### src/sv/swipe_gesture_to_switch_keys_core_defines.svh
// ---------------------------------------------------------------------------
// Swipe switch-key core assertion macros
// Shorthand for the concurrent checks at the end of the top level.
// ---------------------------------------------------------------------------
`ifndef SWIPE_GESTURE_TO_SWITCH_KEYS_CORE_DEFINES_SVH
`define SWIPE_GESTURE_TO_SWITCH_KEYS_CORE_DEFINES_SVH

// Same-cycle implication, held off during reset
`define SWGK_ASSERT_IMP(name, clk, rst, ante, cons) \
   name: assert property (@(posedge clk) disable iff (rst) (ante) |-> (cons)) \
      else $error("swgk: same-cycle check failed");

// Next-cycle implication, held off during reset
`define SWGK_ASSERT_NXT(name, clk, rst, ante, cons) \
   name: assert property (@(posedge clk) disable iff (rst) (ante) |=> (cons)) \
      else $error("swgk: next-cycle check failed");

`endif

### src/sv/swgk_pkg.sv
// ---------------------------------------------------------------------------
// swgk_pkg
// Types, codes and key-run tables shared by the swipe switch-key core.
// ---------------------------------------------------------------------------
`default_nettype none

package swgk_pkg;

   localparam int SUM_BITS_DEF    = 32;
   localparam int QUEUE_DEPTH_DEF = 4;
   localparam int THR_BITS        = 16;
   localparam int DELTA_BITS      = 16;

   localparam logic [15:0] ACT_THR_RESET = 16'd640;
   localparam logic [15:0] CYC_THR_RESET = 16'd1600;

   // event kinds
   localparam logic [1:0] CMD_BEGIN  = 2'd0;
   localparam logic [1:0] CMD_UPDATE = 2'd1;
   localparam logic [1:0] CMD_END    = 2'd2;
   localparam logic [1:0] CMD_CANCEL = 2'd3;

   localparam logic [2:0] SWIPE_FINGERS = 3'd3;

   // gesture modes
   localparam logic [1:0] MODE_IDLE   = 2'd0;
   localparam logic [1:0] MODE_TRACK  = 2'd1;
   localparam logic [1:0] MODE_SWITCH = 2'd2;

   // keys
   localparam logic [1:0] KEY_ALT   = 2'd0;
   localparam logic [1:0] KEY_SHIFT = 2'd1;
   localparam logic [1:0] KEY_TAB   = 2'd2;
   localparam logic [1:0] KEY_ESC   = 2'd3;

   // configuration register indexes
   localparam logic CSR_ACT_THR = 1'b0;
   localparam logic CSR_CYC_THR = 1'b1;

   typedef logic [2:0] run_type;

   // key runs queued between front and back
   localparam run_type RUN_OPEN_FWD  = 3'd0;
   localparam run_type RUN_OPEN_BACK = 3'd1;
   localparam run_type RUN_STEP_FWD  = 3'd2;
   localparam run_type RUN_STEP_BACK = 3'd3;
   localparam run_type RUN_END       = 3'd4;
   localparam run_type RUN_CANCEL    = 3'd5;

   typedef struct packed {
      logic [1:0]               cmd;
      logic [2:0]               finger_count;
      logic signed [15:0]       delta_x;
      logic signed [15:0]       delta_y;
   } req_type;

   typedef struct packed {
      logic [1:0] key_id;
      logic       key_pressed;
      logic       last_of_run;
   } rsp_type;

   typedef struct packed {
      logic [1:0] key_id;
      logic       key_pressed;
   } key_event_type;

   typedef struct packed {
      logic    valid;
      run_type run;
   } push_type;

   typedef struct packed {
      logic       busy;
      logic [1:0] mode;
      logic       alt;
   } front_status_type;

   function automatic logic [2:0] run_len(input run_type run);
      logic [2:0] len;
      case (run)
         RUN_OPEN_FWD:  len = 3'd3;
         RUN_OPEN_BACK: len = 3'd5;
         RUN_STEP_FWD:  len = 3'd2;
         RUN_STEP_BACK: len = 3'd4;
         RUN_END:       len = 3'd1;
         RUN_CANCEL:    len = 3'd3;
         default:       len = 3'd1;
      endcase
      return len;
   endfunction

   function automatic key_event_type key_ev(input logic [1:0] key, input logic pressed);
      key_event_type ev;
      ev.key_id      = key;
      ev.key_pressed = pressed;
      return ev;
   endfunction

   function automatic key_event_type run_key(input run_type run, input logic [2:0] idx);
      key_event_type ev;
      ev = key_ev(KEY_ALT, 1'b0);
      case (run)
         RUN_OPEN_FWD: begin
            case (idx)
               3'd0:    ev = key_ev(KEY_ALT, 1'b1);
               3'd1:    ev = key_ev(KEY_TAB, 1'b1);
               default: ev = key_ev(KEY_TAB, 1'b0);
            endcase
         end
         RUN_OPEN_BACK: begin
            case (idx)
               3'd0:    ev = key_ev(KEY_ALT, 1'b1);
               3'd1:    ev = key_ev(KEY_SHIFT, 1'b1);
               3'd2:    ev = key_ev(KEY_TAB, 1'b1);
               3'd3:    ev = key_ev(KEY_TAB, 1'b0);
               default: ev = key_ev(KEY_SHIFT, 1'b0);
            endcase
         end
         RUN_STEP_FWD: begin
            case (idx)
               3'd0:    ev = key_ev(KEY_TAB, 1'b1);
               default: ev = key_ev(KEY_TAB, 1'b0);
            endcase
         end
         RUN_STEP_BACK: begin
            case (idx)
               3'd0:    ev = key_ev(KEY_SHIFT, 1'b1);
               3'd1:    ev = key_ev(KEY_TAB, 1'b1);
               3'd2:    ev = key_ev(KEY_TAB, 1'b0);
               default: ev = key_ev(KEY_SHIFT, 1'b0);
            endcase
         end
         RUN_CANCEL: begin
            case (idx)
               3'd0:    ev = key_ev(KEY_ESC, 1'b1);
               3'd1:    ev = key_ev(KEY_ESC, 1'b0);
               default: ev = key_ev(KEY_ALT, 1'b0);
            endcase
         end
         default: ev = key_ev(KEY_ALT, 1'b0);
      endcase
      return ev;
   endfunction

endpackage

`default_nettype wire

### src/sv/swgk_front.sv
// ---------------------------------------------------------------------------
// swgk_front
// Accepts gesture words, keeps mode and travel sums, decides key runs.
// ---------------------------------------------------------------------------
`default_nettype none

module swgk_front
   import swgk_pkg::*;
#(
   parameter int SUM_BITS = SUM_BITS_DEF
) (
   input  wire logic             clock,
   input  wire logic             reset,
   input  wire logic             req_valid,
   output      logic             req_stall,
   input  wire req_type          req_data,
   input  wire logic [15:0]      act_thr,
   input  wire logic [15:0]      cyc_thr,
   input  wire logic             q_full,
   output      push_type         push,
   output      front_status_type status
);

   localparam int W = SUM_BITS;
   localparam logic [W-1:0] SUM_MAX = {1'b0, {(W-1){1'b1}}};
   localparam logic [W-1:0] SUM_MIN = ~SUM_MAX;

   localparam logic [1:0] PH_FREE = 2'd0;
   localparam logic [1:0] PH_SUM  = 2'd1;
   localparam logic [1:0] PH_MEAS = 2'd2;
   localparam logic [1:0] PH_DEC  = 2'd3;

   logic [1:0]         phase_ff, phase_in;
   logic [1:0]         mode_ff, mode_in;
   logic               alt_ff, alt_in;
   logic signed [W-1:0] sum_x_ff, sum_x_in;
   logic signed [W-1:0] sum_y_ff, sum_y_in;
   logic signed [W-1:0] anchor_ff, anchor_in;
   logic signed [15:0] dx_ff, dx_in;
   logic signed [15:0] dy_ff, dy_in;
   logic [W-1:0]       ax_ff, ax_in;
   logic [W-1:0]       ay_ff, ay_in;
   logic signed [W:0]  t_ff, t_in;

   logic               accept;
   logic signed [W:0]  sx_wide, sy_wide;
   logic [W+2:0]       ax5, ay5, ax6, ay6;
   logic [W:0]         abs_t;
   logic               t_pos;

   assign req_stall = (phase_ff != PH_FREE) || q_full;
   assign accept    = req_valid && !req_stall;

   assign status.busy = (phase_ff != PH_FREE);
   assign status.mode = mode_ff;
   assign status.alt  = alt_ff;

   // saturating accumulate, one guard bit
   assign sx_wide = (W+1)'(sum_x_ff) + (W+1)'(dx_ff);
   assign sy_wide = (W+1)'(sum_y_ff) + (W+1)'(dy_ff);

   // five and six times the magnitudes
   assign ax5 = ({3'b000, ax_ff} << 2) + {3'b000, ax_ff};
   assign ay5 = ({3'b000, ay_ff} << 2) + {3'b000, ay_ff};
   assign ax6 = ({3'b000, ax_ff} << 2) + ({3'b000, ax_ff} << 1);
   assign ay6 = ({3'b000, ay_ff} << 2) + ({3'b000, ay_ff} << 1);

   assign abs_t = t_ff[W] ? (~t_ff + 1'b1) : t_ff;
   assign t_pos = !t_ff[W] && (t_ff != '0);

   always_comb begin
      phase_in   = phase_ff;
      mode_in    = mode_ff;
      alt_in     = alt_ff;
      sum_x_in   = sum_x_ff;
      sum_y_in   = sum_y_ff;
      anchor_in  = anchor_ff;
      dx_in      = dx_ff;
      dy_in      = dy_ff;
      ax_in      = ax_ff;
      ay_in      = ay_ff;
      t_in       = t_ff;
      push.valid = 1'b0;
      push.run   = RUN_END;

      case (phase_ff)
         PH_FREE: begin
            if (accept) begin
               case (req_data.cmd)
                  CMD_BEGIN: begin
                     if (req_data.finger_count == SWIPE_FINGERS && mode_ff == MODE_IDLE) begin
                        mode_in   = MODE_TRACK;
                        sum_x_in  = '0;
                        sum_y_in  = '0;
                        anchor_in = '0;
                     end
                  end
                  CMD_UPDATE: begin
                     if (mode_ff == MODE_TRACK || mode_ff == MODE_SWITCH) begin
                        dx_in    = req_data.delta_x;
                        dy_in    = req_data.delta_y;
                        phase_in = PH_SUM;
                     end
                  end
                  CMD_END: begin
                     if (mode_ff == MODE_SWITCH && alt_ff) begin
                        alt_in     = 1'b0;
                        push.valid = 1'b1;
                        push.run   = RUN_END;
                     end
                     mode_in = MODE_IDLE;
                  end
                  default: begin
                     if (mode_ff == MODE_SWITCH && alt_ff) begin
                        alt_in     = 1'b0;
                        push.valid = 1'b1;
                        push.run   = RUN_CANCEL;
                     end
                     mode_in = MODE_IDLE;
                  end
               endcase
            end
         end
         PH_SUM: begin
            if (sx_wide[W] != sx_wide[W-1]) begin
               sum_x_in = sx_wide[W] ? SUM_MIN : SUM_MAX;
            end else begin
               sum_x_in = sx_wide[W-1:0];
            end
            if (sy_wide[W] != sy_wide[W-1]) begin
               sum_y_in = sy_wide[W] ? SUM_MIN : SUM_MAX;
            end else begin
               sum_y_in = sy_wide[W-1:0];
            end
            phase_in = PH_MEAS;
         end
         PH_MEAS: begin
            ax_in    = sum_x_ff[W-1] ? (~sum_x_ff + 1'b1) : sum_x_ff;
            ay_in    = sum_y_ff[W-1] ? (~sum_y_ff + 1'b1) : sum_y_ff;
            t_in     = (W+1)'(sum_x_ff) - (W+1)'(anchor_ff);
            phase_in = PH_DEC;
         end
         default: begin
            phase_in = PH_FREE;
            if (mode_ff == MODE_TRACK) begin
               if (ax_ff > W'(act_thr) && ax5 > ay6) begin
                  alt_in     = 1'b1;
                  mode_in    = MODE_SWITCH;
                  anchor_in  = sum_x_ff;
                  push.valid = 1'b1;
                  push.run   = sum_x_ff[W-1] ? RUN_OPEN_FWD : RUN_OPEN_BACK;
               end else if (ay_ff > W'(act_thr) && ay5 > ax6) begin
                  mode_in = MODE_IDLE;
               end
            end else begin
               if (abs_t >= (W+1)'(cyc_thr)) begin
                  anchor_in  = sum_x_ff;
                  push.valid = 1'b1;
                  push.run   = t_pos ? RUN_STEP_FWD : RUN_STEP_BACK;
               end
            end
         end
      endcase
   end

   always_ff @(posedge clock) begin
      if (reset) begin
         phase_ff  <= PH_FREE;
         mode_ff   <= MODE_IDLE;
         alt_ff    <= 1'b0;
         sum_x_ff  <= '0;
         sum_y_ff  <= '0;
         anchor_ff <= '0;
      end else begin
         phase_ff  <= phase_in;
         mode_ff   <= mode_in;
         alt_ff    <= alt_in;
         sum_x_ff  <= sum_x_in;
         sum_y_ff  <= sum_y_in;
         anchor_ff <= anchor_in;
      end
   end

   always_ff @(posedge clock) begin
      dx_ff <= dx_in;
      dy_ff <= dy_in;
      ax_ff <= ax_in;
      ay_ff <= ay_in;
      t_ff  <= t_in;
   end

endmodule

`default_nettype wire

### src/sv/swgk_queue.sv
// ---------------------------------------------------------------------------
// swgk_queue
// Short run-code queue between the front and the key sequencer.
// ---------------------------------------------------------------------------
`default_nettype none

module swgk_queue
   import swgk_pkg::*;
#(
   parameter int DEPTH = QUEUE_DEPTH_DEF
) (
   input  wire logic     clock,
   input  wire logic     reset,
   input  wire push_type push,
   input  wire logic     pop,
   output      logic     full,
   output      logic     head_valid,
   output      run_type  head_run
);

   localparam int PTR_W = $clog2(DEPTH);
   localparam int CNT_W = $clog2(DEPTH + 1);
   localparam logic [PTR_W-1:0] LAST = PTR_W'(DEPTH - 1);

   run_type          q_mem [DEPTH];
   logic [PTR_W-1:0] wr_ptr_ff, wr_ptr_in;
   logic [PTR_W-1:0] rd_ptr_ff, rd_ptr_in;
   logic [CNT_W-1:0] count_ff, count_in;
   logic             do_push, do_pop;

   assign full       = (count_ff == CNT_W'(DEPTH));
   assign head_valid = (count_ff != '0);
   assign head_run   = q_mem[rd_ptr_ff];

   assign do_push = push.valid && !full;
   assign do_pop  = pop && head_valid;

   always_comb begin
      wr_ptr_in = wr_ptr_ff;
      rd_ptr_in = rd_ptr_ff;
      count_in  = count_ff;
      if (do_push) begin
         wr_ptr_in = (wr_ptr_ff == LAST) ? '0 : wr_ptr_ff + 1'b1;
      end
      if (do_pop) begin
         rd_ptr_in = (rd_ptr_ff == LAST) ? '0 : rd_ptr_ff + 1'b1;
      end
      if (do_push && !do_pop) begin
         count_in = count_ff + 1'b1;
      end else if (do_pop && !do_push) begin
         count_in = count_ff - 1'b1;
      end
   end

   always_ff @(posedge clock) begin
      if (reset) begin
         wr_ptr_ff <= '0;
         rd_ptr_ff <= '0;
         count_ff  <= '0;
      end else begin
         wr_ptr_ff <= wr_ptr_in;
         rd_ptr_ff <= rd_ptr_in;
         count_ff  <= count_in;
      end
   end

   always_ff @(posedge clock) begin
      if (do_push) begin
         q_mem[wr_ptr_ff] <= push.run;
      end
   end

endmodule

`default_nettype wire

### src/sv/swgk_back.sv
// ---------------------------------------------------------------------------
// swgk_back
// Expands queued run codes into key words, one per cycle unless rsp_stall holds, registered out.
// ---------------------------------------------------------------------------
`default_nettype none

module swgk_back
   import swgk_pkg::*;
(
   input  wire logic    clock,
   input  wire logic    reset,
   input  wire logic    head_valid,
   input  wire run_type head_run,
   output      logic    pop,
   output      logic    rsp_valid,
   input  wire logic    rsp_stall,
   output      rsp_type rsp_data
);

   logic          out_valid_ff, out_valid_in;
   rsp_type       out_data_ff, out_data_in;
   logic [2:0]    idx_ff, idx_in;
   logic          load, last;
   key_event_type ev;

   assign load = !out_valid_ff || !rsp_stall;
   assign ev   = run_key(head_run, idx_ff);
   assign last = (idx_ff == run_len(head_run) - 3'd1);
   assign pop  = load && head_valid && last;

   always_comb begin
      out_valid_in = out_valid_ff;
      out_data_in  = out_data_ff;
      idx_in       = idx_ff;
      if (load) begin
         out_valid_in = head_valid;
         if (head_valid) begin
            out_data_in.key_id      = ev.key_id;
            out_data_in.key_pressed = ev.key_pressed;
            out_data_in.last_of_run = last;
            idx_in                  = last ? 3'd0 : idx_ff + 3'd1;
         end
      end
   end

   always_ff @(posedge clock) begin
      if (reset) begin
         out_valid_ff <= 1'b0;
         idx_ff       <= 3'd0;
      end else begin
         out_valid_ff <= out_valid_in;
         idx_ff       <= idx_in;
      end
   end

   // hold payload while stalled
   always_ff @(posedge clock) begin
      out_data_ff <= out_data_in;
   end

   assign rsp_valid = out_valid_ff;
   assign rsp_data  = out_data_ff;

endmodule

`default_nettype wire

### src/sv/swipe_gesture_to_switch_keys_core.sv
// ---------------------------------------------------------------------------
// swipe_gesture_to_switch_keys_core
// Turns swipe gesture words into key press/release runs for a window switcher.
// ---------------------------------------------------------------------------
//  channel  dir  handshake              payload
//  req_     in   req_valid / req_stall  req_type (cmd, fingers, deltas)
//  rsp_     out  rsp_valid / rsp_stall  rsp_type (key, pressed, last)
//  csr_     in   csr_we                 csr_index, csr_wdata
//
//  Begin, end and cancel words, and updates outside a gesture, are taken without
//  busying the front; an update during a gesture occupies the front through its
//  steps (take, accumulate, magnitudes, decide).
//  The back sends one key word per cycle while rsp_stall is low, one to five
//  per run, fed by a four-entry run queue.
//  Reset is synchronous: idle mode, zero sums, thresholds 640 and 1600, empty queue.
//  rsp_stall holds the output register; req_stall rises while an update is
//  worked through and when the queue fills.
// ---------------------------------------------------------------------------
`default_nettype none
`include "swipe_gesture_to_switch_keys_core_defines.svh"

module swipe_gesture_to_switch_keys_core
   import swgk_pkg::*;
#(
   parameter int SUM_BITS    = SUM_BITS_DEF,
   parameter int QUEUE_DEPTH = QUEUE_DEPTH_DEF
) (
   input  wire logic        clock,
   input  wire logic        reset,
   input  wire logic        req_valid,
   output      logic        req_stall,
   input  wire req_type     req_data,
   output      logic        rsp_valid,
   input  wire logic        rsp_stall,
   output      rsp_type     rsp_data,
   input  wire logic        csr_we,
   input  wire logic        csr_index,
   input  wire logic [15:0] csr_wdata
);

   logic [15:0]      act_thr_ff, act_thr_in;
   logic [15:0]      cyc_thr_ff, cyc_thr_in;
   push_type         push;
   front_status_type front_status;
   logic             q_full, head_valid, pop;
   run_type          head_run;

   always_comb begin
      act_thr_in = act_thr_ff;
      cyc_thr_in = cyc_thr_ff;
      if (csr_we) begin
         case (csr_index)
            CSR_ACT_THR: act_thr_in = csr_wdata;
            CSR_CYC_THR: cyc_thr_in = csr_wdata;
            default:     act_thr_in = act_thr_ff;
         endcase
      end
   end

   always_ff @(posedge clock) begin
      if (reset) begin
         act_thr_ff <= ACT_THR_RESET;
         cyc_thr_ff <= CYC_THR_RESET;
      end else begin
         act_thr_ff <= act_thr_in;
         cyc_thr_ff <= cyc_thr_in;
      end
   end

   swgk_front #(
      .SUM_BITS (SUM_BITS)
   ) u_front (
      .clock     (clock),
      .reset     (reset),
      .req_valid (req_valid),
      .req_stall (req_stall),
      .req_data  (req_data),
      .act_thr   (act_thr_ff),
      .cyc_thr   (cyc_thr_ff),
      .q_full    (q_full),
      .push      (push),
      .status    (front_status)
   );

   swgk_queue #(
      .DEPTH (QUEUE_DEPTH)
   ) u_queue (
      .clock      (clock),
      .reset      (reset),
      .push       (push),
      .pop        (pop),
      .full       (q_full),
      .head_valid (head_valid),
      .head_run   (head_run)
   );

   swgk_back u_back (
      .clock      (clock),
      .reset      (reset),
      .head_valid (head_valid),
      .head_run   (head_run),
      .pop        (pop),
      .rsp_valid  (rsp_valid),
      .rsp_stall  (rsp_stall),
      .rsp_data   (rsp_data)
   );

   // Alt is held for as long as the switcher is open
   `SWGK_ASSERT_IMP(a_alt_in_switch, clock, reset, front_status.mode == MODE_SWITCH, front_status.alt)
   // a run is never pushed into a full queue
   `SWGK_ASSERT_IMP(a_no_push_full, clock, reset, push.valid, !q_full)
   // hold off new words while an update is worked through
   `SWGK_ASSERT_IMP(a_stall_when_busy, clock, reset, front_status.busy, req_stall)
   // a run goes out without gaps until its last key
   `SWGK_ASSERT_NXT(a_run_unbroken, clock, reset, rsp_valid && !rsp_stall && !rsp_data.last_of_run, rsp_valid)

endmodule

`default_nettype wire
### config.mk
export PLATFORM = sky130hd
export DESIGN_NAME = swipe_gesture_to_switch_keys_core
export DESIGN_NICKNAME = d
export VERILOG_FILES = /design/src/sv/swgk_pkg.sv /design/src/sv/swgk_front.sv /design/src/sv/swgk_queue.sv /design/src/sv/swgk_back.sv /design/src/sv/swipe_gesture_to_switch_keys_core.sv
export VERILOG_INCLUDE_DIRS = /design/src /design/src/sv
export SDC_FILE = /design/constraint.sdc
export NUM_CORES = 1
export LEC_CHECK = 0
export BUFFER_PORTS_ARGS = -buffer_cell sky130_fd_sc_hd__buf_2
export CORE_MARGIN = 4
export CORE_UTILIZATION = 65
export DETAILED_ROUTE_END_ITERATION = 12
export GPL_ROUTABILITY_DRIVEN = 0
export MAX_ROUTING_LAYER = met4
export PLACE_DENSITY_LB_ADDON = 0.15
export SLEW_MARGIN = 20
export SYNTH_ARGS = -nofsm -noshare
export SYNTH_HDL_FRONTEND = slang
export SYNTH_HIERARCHICAL = 1
export SYNTH_SLANG_ARGS = --single-unit
### constraint.sdc
create_clock -name clock -period 8.7 [get_ports clock]
set_input_delay 0 -clock clock [delete_from_list [all_inputs] [get_ports clock]]
set_output_delay 0 -clock clock [all_outputs]
set_load 0.005 [all_outputs]
### Word level (Yosys, flattened, before mapping)

Memory sizes are Yosys's and may differ from the RTL's. A register that Yosys moved wholly into a read port is not among the register bits.
Cells that the tools add are included.

* $add $sub $neg: 16
* bitwise logic cells: 5
* magnitude comparators: 5
* mux-type cells: 59
* equality and inequality tests: 30
* reduce and logical (&&, ||, !) cells: 48

Operators with widths (number)
* 32-bit two-way mux: 10
* 32-bit one-hot mux with 2 select lines: 3
* 34-bit by 32-bit adder with 35-bit output: 2
* 34-bit by 33-bit adder with 35-bit output: 2
* 35-bit > comparator: 2
* 32-bit by 16-bit adder with 33-bit output: 2
* 32-bit by 1-bit adder with 32-bit output, second input constant: 2
* 32-bit by 16-bit > comparator with 1-bit output: 2
* 32-bit NOT: 2
* 31-bit two-way mux: 2
* 33-bit by 1-bit adder with 33-bit output, second input constant: 1
* 33-bit by 16-bit >= comparator with 1-bit output: 1
* 33-bit two-way mux: 1
* 33-bit NOT: 1
* 33-bit nonzero test: 1
* 32-bit by 32-bit subtractor with 33-bit output: 1
* 2-bit two-way mux: 12
* 4-bit two-way mux: 6
* 3-bit one-hot mux with 4 select lines: 2
* 6-bit AND reduction: 3
* 4-bit one-hot mux with 2 select lines: 2
* 3-bit by 2-bit equality test with 1-bit output, second input constant: 5
* 3-bit one-hot mux with 5 select lines: 1
* 1-bit logical AND: 12
* other kinds (31): 85

* bits in registers: 277
* word-level logic and storage cells: 187
* memory bits (writable): 12
* input port bits: 59
* memories: 1
* output and inout bits: 6

Memory list
* u_queue.q_mem: depth 4, bits a word 3, read ports 1, clocked after memory_dff 1, wr ports 1, line swgk_queue.sv:25 `run_type q_mem [DEPTH];`

### Longest topological paths before layout

* depth after elaboration: 12
* gate-level depth with buffers: 30
* mapped depth without buffers: 30

### Modules after synthesis

Netlist, hierarchy kept.

Modules (own cells, without submodules)
* swgk_front: sequential area each 5895.7 um^2, cells each 2804, area an instance 23887.9 um^2, times used 1
* swipe_gesture_to_switch_keys_core: sequential area each 640.6 um^2, cells each 128, area an instance 1338.8 um^2, times used 1
* swgk_queue: sequential area each 540.5 um^2, cells each 65, area an instance 932.1 um^2, times used 1
* swgk_back: sequential area each 200.2 um^2, cells each 62, area an instance 571.8 um^2, times used 1

### Least setup slack after synthesis

Ideal clock, no wire load.

* path kind: register -> register
* start: register u_front.ay_ff[1]
* end: register u_queue.count_ff[2]
* cell stages (with the launch flop): 29
* library setup time: 0.070 ns
* path buffers: 0
* slack: 2.356 ns
* arrival: 6.273 ns
* period minus slack after synthesis: 6.344 ns
* data required time: 8.630 ns
* path through: edfxtp_1 ha_1 fa_1 a211oi_1 o21a_1 o21a_1 o21ai_0 a31oi_1 a21oi_1 a41o_1 or4_1 a311o_1 xnor2_1 ha_1 nand3_1 o31a_1 nor2b_1 a31oi_1 and4_1 o21ai_0 o21ai_0 bufinv_8 nor2_2 ha_1 inv_1 fa_1 xor2_1 or3_1 a21oi_1

RTL lines
* start, declared: line swgk_front.sv:42 `logic [W-1:0] ay_ff, ay_in;`
* start signal, assigned: line swgk_front.sv:188 `ay_ff <= ay_in;`
* end signal, assigned: line swgk_queue.sv:63 `count_ff <= count_in;`
* end, declared: line swgk_queue.sv:28 `logic [CNT_W-1:0] count_ff, count_in;`

==> flow_metrics.py <==
metrics = {
    "status": {
        "outcome": "complete, no violations",
    },
    "cts": {
        "cts.sinks": 291,
        "numCtsBuffers": 34,
        "post_cts_buffers": 0,
        "htree_levels": 2,
        "clk_path_buf_depth": 3,
        "clk_latency_ns": 0.54,
        "clk_pin_slew_ns": 0.06,
        "clockRootBuffer": "clkbuf_16",
        "cts_tree": "done",
    },
    "global_routing": {
        "grt_use_total_pct": 31.7,
        "grt_max_degree": 75,
        "grt_first_pass_wirelength_microns": 114000,
        "antenna_found_initial": 0,
        "grt_pass1_vias": 22800,
        "globalRoute.totalOverflow": 0,
    },
    "synthesis": {
        "synth_nets": 3505,
        "netlist_area_sq_mm": 0.0267,
        "postSynthAreaPerCell_sq_um": 8.74,
        "ys_warn_count": 6,
        "syn-instance-count": 3057,
    },
    "power_and_ir_drop": {
        "p_leak_nw": 12.4,
        "cellPowerDensity_mw_per_mm2": 104,
        "peakVddDrop_uv": 170,
    },
    "floorplan": {
        "core.rowCount": 74,
        "fp.coreArea_sq_mm": 0.0407,
        "start_util_pct": 65.6,
        "dieArea_sq_mm": 0.0444,
        "die-height_microns": 211,
        "io_pins": 65,
        "dieWidth_microns": 211,
    },
    "layout": {
        "area_growth_pct": 9.44,
        "fin_nets": 3608,
        "drive_gt1_share_pct": 6.91,
        "fill_cells": 3091,
    },
    "drt": {
        "dr.pass1.iters": 6,
        "first_iter_violations": 1864,
        "wl_per_cell_microns": 18.7,
        "antenna_left": 0,
        "dr_total_vias": 23600,
        "vias_per_cell": 6.34,
        "drc": 0,
        "wl_microns": 69700,
    },
    "sta": {
        "rsz0062_at_grt": "false",
        "period_share_pct": 87.4,
        "fin_crit_ns": 7.61,
        "max_freq_ghz": 0.131,
        "hold_violations": 0,
        "slew_violations": 0,
        "skew_ns": 0.0207,
        "fin_setup_tns_ns": 0,
        "setup_viol": 0,
        "relSlewSlack_pct": 33.0,
        "finalWorstSetupSlack_ns": 1.09,
        "worst_pin_slew_ns": 1.01,
    },
    "place": {
        "place_ws_ns": 1.25,
        "placement.io_buffers": 64,
        "dp_hpwl_microns": 52900,
    },
    "worst_setup_path": {
        "path_delay_family": "compound AO/OA/AOI/OAI gates",
        "critPathKind": "flip-flop to flip-flop",
        "end_kind": "flip-flop",
        "setup.worst_path.start_class": "flip-flop",
        "cp_max_fo": 7,
        "arrival_ns": 8.08,
        "max_stage_delay_ns": 0.50,
        "slowest_stage": "edfxtp_1",
        "critPathBufInv": 2,
        "cp_data_required_time_ns": 9.17,
    },
    "worst_hold_path": {
        "hold_class": "input pin to flip-flop",
    },
    "flow_run": {
        "drv_cap": 0,
    },
}
repair_timing:
| action | CTS | global route |
|---|---|---|
| resized for setup | 0 | 0 |
| endpoints found under the hold margin | 108 | 0 |
| hold buffers | 59 | 0 |
flip-flops by register name (all words and copies together) (netlist names), named ones only:
register and cells:
u_back/idx_ff 3, u_back/rsp_valid 1, u_front/t_ff 33, u_front/alt_ff 1, u_front/phase_ff 2, u_front/dx_ff 16
u_queue/wr_ptr_ff 2, u_queue/count_ff 3, cyc_thr_ff 16, u_front/ay_ff 32, u_back/rsp_data 4, u_front/sum_x_ff 32
u_front/dy_ff 16, act_thr_ff 16, u_queue/q_mem 12, u_queue/rd_ptr_ff 2, u_front/ax_ff 32, u_front/mode_ff 2
u_front/anchor_ff 32, u_front/sum_y_ff 32
per-layer routing:
metal | vias up | routed length [microns] | share of wire [%] | global-route usage, %
met4 | 0 | 3120 | 4.5 | 12.8
met1 | 11100 | 30000 | 43 | 41.1
met5 | - | 0 | 0 | -
met3 | 152 | 4560 | 6.5 | 3.73
met2 | 814 | 32000 | 46 | 51.0
li1 | 11500 | - | - | -
placed cells by master, fill, tap and decap left out, types with 59 or more instances in the layout:
cell,n
nor2_1,161
xor2_1,71
a21oi_1,254
dfxtp_1,146
o21ai_0,191
inv_1,190
nand2_1,234
a21o_1,122
nand3_1,68
xnor2_1,199
nand2b_1,76
buf_2,63
dlygate4sd3_1,59
ha_1,380
edfxtp_1,145
power breakdown:
group          internal [mW]  total [mW]  switching, mW
clock                  0.876        1.48          0.602
sequential              1.44        1.44        0.00588
combinational         0.0548       0.116         0.0614
cell type report:
type | count | area, sq um | share of cell area (%)
multi-input combinational | 2502 | 18400 | 62.8
sequential | 291 | 7280 | 24.9
clock buffer | 47 | 1040 | 3.56
timing repair buffer | 138 | 1030 | 3.51
inverter | 193 | 743 | 2.54
tap | 532 | 666 | 2.28
clock inverter | 14 | 114 | 0.389
antenna | 2 | 5.00 | 0.0171
tightest hold or removal path, delay by kind of cell:
| family | cells | cell delay (ns) |
|---|---|---|
| compound gates | 2 | 0.19 |
| buf+inv | 1 | 0.10 |
| simple gates | 3 | 0.35 |
final timing paths:
| check | startpoint | end | slack (ns) | depth (start not counted) |
|---|---|---|---|---|
| worst min-delay path | req_valid | u_front/alt_ff | 0.13 | 6 |
| worst min register to register | u_front/anchor_ff[23] | u_front/anchor_ff[23] | 0.45 | 2 |
| worst max register to register | u_front/ay_ff[1] | u_queue/count_ff[2] | 1.09 | 28 |
| worst max-delay path | u_front/ay_ff[1] | u_queue/count_ff[2] | 1.09 | 28 |
per-stage QoR:
stage               instance area [sq um]  hold slack [ns]  utilization (%)  power [mW]  instances
floorplan                           26700           0.0724                -        1.53       3057
global placement                    27500            0.176             67.5        1.56       3597
detailed placement                  27500            0.178             67.5        1.56       3597
CTS                                 29200           0.0943             71.8        3.05       3717
global route                        29200            0.157             71.8        3.13       3717
finish                              29200            0.127             71.8        3.04       3719
(Power assumes the default switching activity.)
